<file path="src/rtl/hpt_pkg.sv">
// Shared types, constants and helper functions of the homogeneous point transform.
// Used by every module of the block; depends on nothing.
package hpt_pkg;

  localparam int COEFF_WIDTH = 32;
  localparam int FRAC_BITS   = 16;
  localparam int CW_EFF      = (COEFF_WIDTH > 32) ? 32 : COEFF_WIDTH;
  localparam int DW          = 32;            // coordinate and coefficient width
  localparam int PW          = 2 * DW;        // product width
  localparam int AW          = PW + 2;        // accumulator of four products
  localparam int MW          = 64;            // magnitude of a dot product
  localparam int QW          = 33;            // quotient bits kept below saturation
  localparam int SH          = QW - FRAC_BITS;
  localparam int FIFO_DEPTH  = 2;

  localparam logic       OP_WRITE  = 1'b0;
  localparam logic       OP_XFORM  = 1'b1;
  localparam logic [1:0] MODE_ROW  = 2'd0;
  localparam logic [1:0] MODE_COL  = 2'd1;
  localparam logic [1:0] MODE_DIR  = 2'd2;
  localparam logic [1:0] MODE_NONE = 2'd3;

  typedef struct packed {
    logic              op;
    logic [1:0]        row;
    logic [1:0]        col_index;
    logic signed [31:0] element_value;
    logic signed [31:0] x_in;
    logic signed [31:0] y_in;
    logic signed [31:0] z_in;
    logic [1:0]        mode;
  } hpt_in_t;

  typedef struct packed {
    logic signed [31:0] x_out;
    logic signed [31:0] y_out;
    logic signed [31:0] z_out;
    logic              w_zero;
    logic              overflow;
  } hpt_out_t;

  typedef enum logic {CMD_WRITE, CMD_XFORM} cmd_kind_e;

  typedef struct packed {
    cmd_kind_e          kind;
    logic [3:0]         addr;
    logic signed [31:0] coef;
    logic signed [31:0] x;
    logic signed [31:0] y;
    logic signed [31:0] z;
    logic [1:0]         mode;
  } hpt_cmd_t;

  typedef struct packed {
    logic full;
    logic empty;
  } fifo_stat_t;

  typedef enum logic [2:0] {
    BK_IDLE, BK_MUL, BK_ACC, BK_DIVSET, BK_DIV, BK_DONE
  } back_state_e;

  typedef struct packed {
    logic [31:0] val;
    logic        ovf;
  } sat_t;

  // Keep the low CW_EFF bits of a written element, sign-extended.
  function automatic logic signed [31:0] fit_coeff(input logic [31:0] raw);
    logic signed [31:0] t;
    t = $signed(raw << (32 - CW_EFF));
    return t >>> (32 - CW_EFF);
  endfunction

  // Signed saturation of a sign and magnitude to 32 bits.
  function automatic sat_t sat32(input logic neg, input logic big, input logic [MW-1:0] mag);
    sat_t r;
    if (!neg) begin
      if (big || mag > MW'(32'h7FFF_FFFF)) begin
        r.val = 32'h7FFF_FFFF;
        r.ovf = 1'b1;
      end else begin
        r.val = mag[31:0];
        r.ovf = 1'b0;
      end
    end else begin
      if (big || mag > MW'(32'h8000_0000)) begin
        r.val = 32'h8000_0000;
        r.ovf = 1'b1;
      end else begin
        r.val = 32'd0 - mag[31:0];
        r.ovf = 1'b0;
      end
    end
    return r;
  endfunction

endpackage

</file>
<file path="src/rtl/hpt_fifo.sv">
// Short command queue between the front end and the back end.
// Depends on hpt_pkg.
module hpt_fifo import hpt_pkg::*; (
  input  logic       clk_i,
  input  logic       rst_ni,
  input  logic       push_i,
  input  hpt_cmd_t   cmd_i,
  input  logic       pop_i,
  output hpt_cmd_t   cmd_o,
  output fifo_stat_t stat_o
);

  localparam int PTRW = (FIFO_DEPTH > 1) ? $clog2(FIFO_DEPTH) : 1;
  localparam int CNTW = $clog2(FIFO_DEPTH + 1);

  hpt_cmd_t          mem_q [FIFO_DEPTH];
  logic [PTRW-1:0]   wr_q, wr_d, rd_q, rd_d;
  logic [CNTW-1:0]   cnt_q, cnt_d;
  logic              do_push, do_pop;

  assign stat_o.full  = (cnt_q == CNTW'(FIFO_DEPTH));
  assign stat_o.empty = (cnt_q == '0);
  assign do_push      = push_i && !stat_o.full;
  assign do_pop       = pop_i && !stat_o.empty;
  assign cmd_o        = mem_q[rd_q];

  always_comb begin
    wr_d  = wr_q;
    rd_d  = rd_q;
    cnt_d = cnt_q;
    if (do_push) begin
      wr_d = (wr_q == PTRW'(FIFO_DEPTH - 1)) ? '0 : wr_q + 1'b1;
    end
    if (do_pop) begin
      rd_d = (rd_q == PTRW'(FIFO_DEPTH - 1)) ? '0 : rd_q + 1'b1;
    end
    if (do_push && !do_pop) begin
      cnt_d = cnt_q + 1'b1;
    end else if (do_pop && !do_push) begin
      cnt_d = cnt_q - 1'b1;
    end
  end

  always_ff @(posedge clk_i or negedge rst_ni) begin
    if (!rst_ni) begin
      wr_q  <= '0;
      rd_q  <= '0;
      cnt_q <= '0;
    end else begin
      wr_q  <= wr_d;
      rd_q  <= rd_d;
      cnt_q <= cnt_d;
    end
  end

  always_ff @(posedge clk_i) begin
    if (do_push) begin
      mem_q[wr_q] <= cmd_i;
    end
  end

endmodule

</file>
<file path="config.mk">
export PLATFORM = sky130hd
export DESIGN_NAME = hpt_fifo
export DESIGN_NICKNAME = d
export VERILOG_FILES = /design/src/rtl/hpt_pkg.sv /design/src/rtl/hpt_fifo.sv
export SDC_FILE = /design/constraint.sdc
export NUM_CORES = 1
export LEC_CHECK = 0
export BUFFER_PORTS_ARGS = -buffer_cell sky130_fd_sc_hd__buf_2
export CAP_MARGIN = 15
export CELL_PAD_IN_SITES_DETAIL_PLACEMENT = 0
export CELL_PAD_IN_SITES_GLOBAL_PLACEMENT = 1
export CORE_ASPECT_RATIO = 0.6
export CORE_MARGIN = 8
export CORE_UTILIZATION = 40
export DETAILED_ROUTE_END_ITERATION = 10
export PLACE_DENSITY_LB_ADDON = 0.1
export SLEW_MARGIN = 30
export SYNTH_ARGS = -nofsm -noshare
export SYNTH_HDL_FRONTEND = slang
export SYNTH_SLANG_ARGS = --single-unit
</file>
<file path="constraint.sdc">
create_clock -name clk_i -period 6.8 [get_ports clk_i]
set_clock_uncertainty 0.15 [all_clocks]
set_input_delay 0.68 -clock clk_i [delete_from_list [all_inputs] [get_ports clk_i]]
set_output_delay 0.68 -clock clk_i [all_outputs]
set_load 0.005 [all_outputs]
</file>
== After elaboration in Yosys (flattened, before gate mapping) ==
Memory sizes are Yosys's and may differ from the RTL's.
Index checks and enable logic that the tools add are counted.

* Logic and storage cells: 25
* Bits in registers: 4
* Input port bits: 139
* Bits in writable memories: 270
* Bits in latches: 0
* Memory bits (read-only): 0
* Memories kept: 1
* Output and inout bits: 137

* Divide/modulo/power cells: 0
* Shift operators: 0
* Add/sub/neg operators: 4
* Reductions and logical operators: 10
* Order comparisons: 0
* $mul: 0
* Eq/ne operators: 1
* Bitwise gates (word level): 0
* Muxes and demuxes: 6

{| class="wikitable"
|+ Memories
! memory !! depth !! width !! read ports !! clocked after memory_dff !! wr ports !! line !! text
|-
| mem_q || 2 || 135 || 1 || 0 || 1 || hpt_fifo.sv:16 || <nowiki>hpt_cmd_t mem_q [FIFO_DEPTH];</nowiki>
|}

{| class="wikitable"
|+ Operators with widths
! kind !! count
|-
| 1-bit logical AND || 4
|-
| 1-bit logical NOT || 4
|-
| 1-bit 2-to-1 mux || 4
|-
| 2-bit 2-to-1 mux || 2
|-
| 1-bit adder, second input constant || 2
|-
| 2-bit by 1-bit adder with 2-bit output, second input constant || 1
|-
| 2-bit equality test, second input constant || 1
|-
| 2-bit logical NOT || 1
|-
| 2-bit nonzero test || 1
|-
| 2-bit by 1-bit subtractor with 2-bit output, second input constant || 1
|}

== Logic depth before layout (Yosys ltp) ==
Gate-level depths: netlist of run 1.

* Depth in word-level cells: 7
* Gate-level depth with buffers: 7

== Worst setup path after synthesis of run 1 ==
OpenSTA, ideal clock, no wires.

* Kind: input port to flip-flop
* Start point: input push_i
* End point: memory mem_q[0][0] (netlist name) (enable)
* Arrival time: 6.377 ns
* Buffers on the path: 0
* Stages on the path: 2
* Slack: -0.357 ns
* Cell sequence: nand2_1 nor2_1

* Longest elaborated chain between the ends: 3

{| class="wikitable"
|+ RTL lines
! element !! line !! text
|-
| from (decl) || hpt_fifo.sv:6 || <nowiki>input logic push_i,</nowiki>
|-
| 1-bit logical AND || hpt_fifo.sv:23 || <nowiki>assign do_push = push_i && !stat_o.full;</nowiki>
|-
| 1-bit 2-to-1 mux || hpt_fifo.sv:57 || <nowiki>if (do_push) begin</nowiki>
|-
| 1-bit 2-to-1 mux (implied by the code) || hpt_fifo.sv:58 || <nowiki>mem_q[wr_q] <= cmd_i;</nowiki>
|-
| to (decl) || hpt_fifo.sv:16 ||
|}

Every way passes these cells.

==> results of run 1 <==
==> cell usage after synthesis (2+ instances only) <==
cell and count:
mux2_4 40, edfxtp_1 270, buf_6 6, xnor2_1 3
buf_2 9, mux2_2 95, nor2_1 3, dfrtp_1 4
inv_1 2, xor2_1 2
==> per-layer routing <==
metal  GRT usage [%]  up-vias  share of wire, %
li1                -     2339                 -
met1            17.3     2536                44
met2            22.4      148                48
met3            4.63       40               6.1
met4            2.90        6               1.6
met5               0        -              0.17
==> placed cells by master (no fill, tap or decap) <==
master,n
dfrtp_1,3
clkbuf_1,6
mux2_4,40
mux2_2,95
o21ai_0,1
clkinv_1,3
inv_6,2
nor2_4,1
diode_2,1
nand2_1,1
inv_1,2
xor2_1,2
ha_1,1
edfxtp_1,270
xnor2_1,3
clkbuf_8,2
clkinv_2,5
bufinv_16,2
dlygate4sd3_1,1
nand2b_1,1
and3_4,1
clkinvlp_4,1
clkbuf_16,27
buf_4,5
buf_16,2
nor2_1,2
dfrtp_4,1
buf_2,275
==> stage by stage <==
stage / total power [mW] / utilization, %
floorplan: 3.40 / -
global placement: 3.98 / 47.2
detailed placement: 4.02 / 47.3
CTS: 5.47 / 50.7
global route: 5.64 / 50.8
finish: 5.38 / 50.8
==> what timing repair did <==
item | 4_1_cts | 5_1_grt
hold buffers | 1 | 0
setup buffers | 0 | 0
hold endpoints to repair | 4 | 0
==> logic make-up after synthesis <==
family | synth area share (%)
xor+xnor | 0.434
simple gates | 0.273
fa+ha+maj | 0.124
compound gates | 0.0496
flops | 81.4
mux | 16.6
buf+inv | 1.19
==> layout make-up <==
type	count	area, µm²	area share (%)
clock buffer	35	726	5.70
timing repair buffer	283	1480	11.6
clock inverter	13	121	0.953
tap	329	412	3.23
antenna	1	2.50	0.0197
inverter	2	7.51	0.0590
multi-input combinational	148	1770	13.9
sequential	274	8210	64.5
==> flip-flops by register name, summed over array words and instances, names as in the netlist <==
register  count
cnt_q         2
mem_q       270
rd_q          1
wr_q          1
==> path summary, 6_finish.rpt <==
kind                       cells past startpoint  startpoint       endpoint
setup / recovery                               3        rd_q      cmd_o[54]
hold / removal                                 1   cmd_i[38]   mem_q[0][38]
setup reg to reg                               4    cnt_q[0]  mem_q[1][114]
hold reg to reg                                1    cnt_q[1]       cnt_q[1]
max in group asynchronous                      2      rst_ni           rd_q
min in group asynchronous                      2      rst_ni       cnt_q[1]
==> where the power goes <==
part           switching, mW  total, mW  leakage, nW  internal [mW]
Sequential             0.130       2.44         2.55           2.31
Combinational          0.745       1.51         1.89          0.766
Clock                  0.597       1.42        0.416          0.827
Total                   1.47       5.38         4.86           3.90
==> flow_summary.toml, run 1 <==
[route]
wire_per_inst_um = 20.2
drt_wl_total_mm = 22.0
ant_nets = 0
drt_iter0_markers = 344
drcViolationCount = 0
num_vias = 5069
viasPerCell = 4.67
drt_pass1_iterations = 4

[global_routing]
grt.overflow.total = 0
grt_pass1_vias = 5429
grt_max_degree = 71
antenna_found_initial = 3
grt_use_total_pct = 13.6
grt_pass1_wl_mm = 32.6

[logic_synthesis]
yosys.area.top_type = "edfxtp_1"
synth_edf_count = 270
ys_warn_count = 0
ys_ff_latch = 274
syn-num-nets = 579
avgSynthCellArea_um2 = 23.0
synth-main-ff-cell = "edfxtp_1"
synth_seq_area_share_pct = 81.4
synth_top_area_share_pct = 80.4
synthCells = 439
ys_types = 15
ys_top_cells_by_area = "edfxtp_1 (80%), mux2_2 (11%), mux2_4 (6.0%), dfrtp_1 (0.99%), buf_6 (0.67%)"
ys_async_sr_fraction_pct = 1.46
syn-cell-area_um2 = 10100

[worst_setup_path]
timing.critical_path.max_delay_family = "buffers and inverters"
cp-end-kind = "primary output"
cp.required_ps = 5970
startpoint_type = "flop"
ff2ff_setup_slack_ps = 4020
arrival_ps = 2690
crit_chain = "buf_4, mux2_2, buf_2"
cp_num_buf_inv = 2
crit_type = "flop to primary output"
critPathMaxStageDelay_ps = 770
slowest_stage = "dfrtp_4"
path_max_fanout = 54

[clock_network]
cts-root-buf = "clkbuf_16"
htreeDepth = 1
cts_tree = "yes"
cts_sinks = 274
clk_path_buf_depth = 3
path_clk_slew_ps = 60
cts_resized = 0
cts_made_buffers = 27
clk_latency_ps = 540

[placement]
placed_area_um2 = 11800
io_buffers = 275
dp.cells = 1034
place_congestion = 0.736
place_ws_ps = 3610
hpwlAfterDp_mm = 15.2

[status]
outcome = "finished clean"

[sta]
fin_crit_sh_pct = 51.7
tns_ps = 0
hold_viol_final = 0
relSlewSlack_pct = 38.7
fmax_mhz = 284
setup_viol = 0
worstMarginPinSlew_ps = 919
period_needed_ps = 3520
drv_slew = 0
worst_hold_slack_ps = 179
rsz0062_at_grt = "false"
worst_slack_ps = 3280

[cells_and_area]
syn_to_final_growth_pct = 26.2
final_area_um2 = 12700
stdcell_count = 1085
fin_nets = 876
n_fill_cell = 2101
layout-drive-gt1-share_pct = 60.8

[power_and_ir_drop]
ir_drop_uv = 192
leakage_nw = 4.86
power_density_nw_per_um2 = 422

[die]
row_count = 45
die_h_um = 139
ios = 276
floorplan.initialDensity_pct = 40.3
die_x_um = 221
die_area_um2 = 30700
core_um2 = 25100

[worst_hold_path]
hold_class = "input pin to flop"

[flow_run]
max_cap_viol_count = 0
Power figures use the tool's default switching activity.
==> run 2, diff against run 1 <==
==> constraint.sdc (replaced) <==
create_clock -name clk_i -period 3.5 [get_ports clk_i]
set_clock_uncertainty 0.15 [all_clocks]
set_input_delay 0.35 -clock clk_i [delete_from_list [all_inputs] [get_ports clk_i]]
set_output_delay 0.35 -clock clk_i [all_outputs]
set_load 0.005 [all_outputs]
==> flow_summary.toml, run 2 (same netlist as run 1, synthesis figures left out) <==
[clock_network]
cts_made_buffers = 26
clk_latency_ps = 520
cts_sinks = 274
path_clk_slew_ps = 60
holdBufCountCts = 139
cts_resized = 0
post_cts_buffers = 0
clk_path_buf_depth = 3
cts_tree = "yes"
cts-root-buf = "clkbuf_16"
htreeDepth = 1

[global_routing]
antenna_found_initial = 2
grt_pass1_vias = 5942
grt_max_degree = 80
grt_use_total_pct = 14.1
grt.overflow.total = 0
grt_pass1_wl_mm = 34.1

[placement]
hpwlAfterDp_mm = 15.0
io_buffers = 275
place_congestion = 0.758
dp.cells = 1036
placed_area_um2 = 11900

[cells_and_area]
reg_top3 = "mem_q (270), cnt_q (2)"
stdcell_count = 1220
layout-drive-gt1-share_pct = 50.8
final_common_cell = "buf_2"
final_area_um2 = 14000
final_cell_mix = "buf_2 (275), edfxtp_1 (270), dlygate4sd3_1 (139)"
regMostFlops = "mem_q"
utilization_pct = 56.0
syn_to_final_growth_pct = 39.1
fin_nets = 1014
largest_register_ffs = 270

[die]
die_x_um = 221
core_um2 = 25100
row_count = 45
die_h_um = 139
die_area_um2 = 30700
floorplan.initialDensity_pct = 40.3
ios = 276

[worst_hold_path]
hold_class = "input pin to flop"
hp-start = "push_i"
whs_endpoint = "wr_q"
holdPathStages = 3

[sta]
hold_viol_final = 0
tns_ps = 0
rsz0062_at_grt = "false"
period_needed_ps = 2460
drv_slew = 0
relSlewSlack_pct = 47.4
worstMarginPinSlew_ps = 789
setup_viol = 0
fmax_mhz = 407
fin_crit_sh_pct = 70.2

[worst_setup_path]
rr_worst_depth = 3
worstReg2RegEnd = "mem_q[1][18]"
r2r-start = "cnt_q[0]"
path_max_fanout = 79
crit_type = "flop to primary output"
startpoint_type = "flop"
cp.required_ps = 3000
cp-end-kind = "primary output"
ff2ff_setup_slack_ps = 1360
arrival_ps = 1960

[route]
viasPerCell = 4.54
drt_iter0_markers = 299
drcViolationCount = 0
drt_wl_total_mm = 22.4
wire_per_inst_um = 18.4
num_vias = 5534
drt_pass1_iterations = 4
ant_nets = 0

[power_and_ir_drop]
leakage_nw = 5.40
power_density_nw_per_um2 = 737
total_power_mw = 10.3
ir_drop_uv = 375

[status]
outcome = "finished clean"

[flow_run]
max_cap_viol_count = 0
[run 2: cell count changes in the layout (fill, tap and decap cells not counted), moves of 2 or more]
cell,before,now
dlygate4sd3_1,1,139
clkbuf_1,6,10
clkinv_2,5,1
buf_12,0,3
buf_16,2,0
bufinv_16,2,0
inv_6,2,0
[run 2: how the worst max path moves through the flow]
| stage | start | endpoint | slack (ps) |
|---|---|---|---|
| global route | rd_q | cmd_o[29] | 950 |
| detailed placement | cnt_q[0] | mem_q[1][18] | 1320 |
| floorplan | cnt_q[0] | mem_q[0][0] | 250 |
| global placement | cnt_q[0] | mem_q[1][15] | 1370 |
| finish | rd_q | cmd_o[28] | 1040 |
| CTS | rd_q | cmd_o[121] | 1000 |
[run 2: through the flow]
stage | hold WS (ps) | worst slack (ps)
2_1_floorplan | -95.6 | 254
3_3_place_gp | 12.2 | 1370
3_5_place_dp | 16.9 | 1320
4_1_cts | 15.0 | 1000
5_1_grt | 33.8 | 946
6_report | 49.8 | 1040
[run 2: worst max-delay path, cell delays in order, from the launching register on]
cell	delay, ps
dfrtp_4	440
buf_12	380
mux2_2	410
buf_2	130
[run 2: cell type report]
cell class	instances	area [µm²]
diodes	2	5.00
clock buffers	39	741
clock inverters	4	21.3
fillers	1955	11000
inverters	2	7.51
multi-input cells	148	1770
flip-flops and latches	274	8210
well taps	329	412
repair buffers	422	2870
[run 2: power by group]
group / total [mW] / switching, mW / internal, mW
combinational: 3.16 / 1.57 / 1.60
clock: 2.53 / 1.08 / 1.45
sequential: 4.65 / 0.163 / 4.49
total: 10.3 / 2.81 / 7.53
[run 2: per-layer routing]
metal  vias up  track usage (%)  wire, µm
li1       2611                -         -
met1      2725             17.7      9690
met2       162             23.2     10800
met3        34             4.98      1520
met4         2             3.11       402
met5         -                0        13
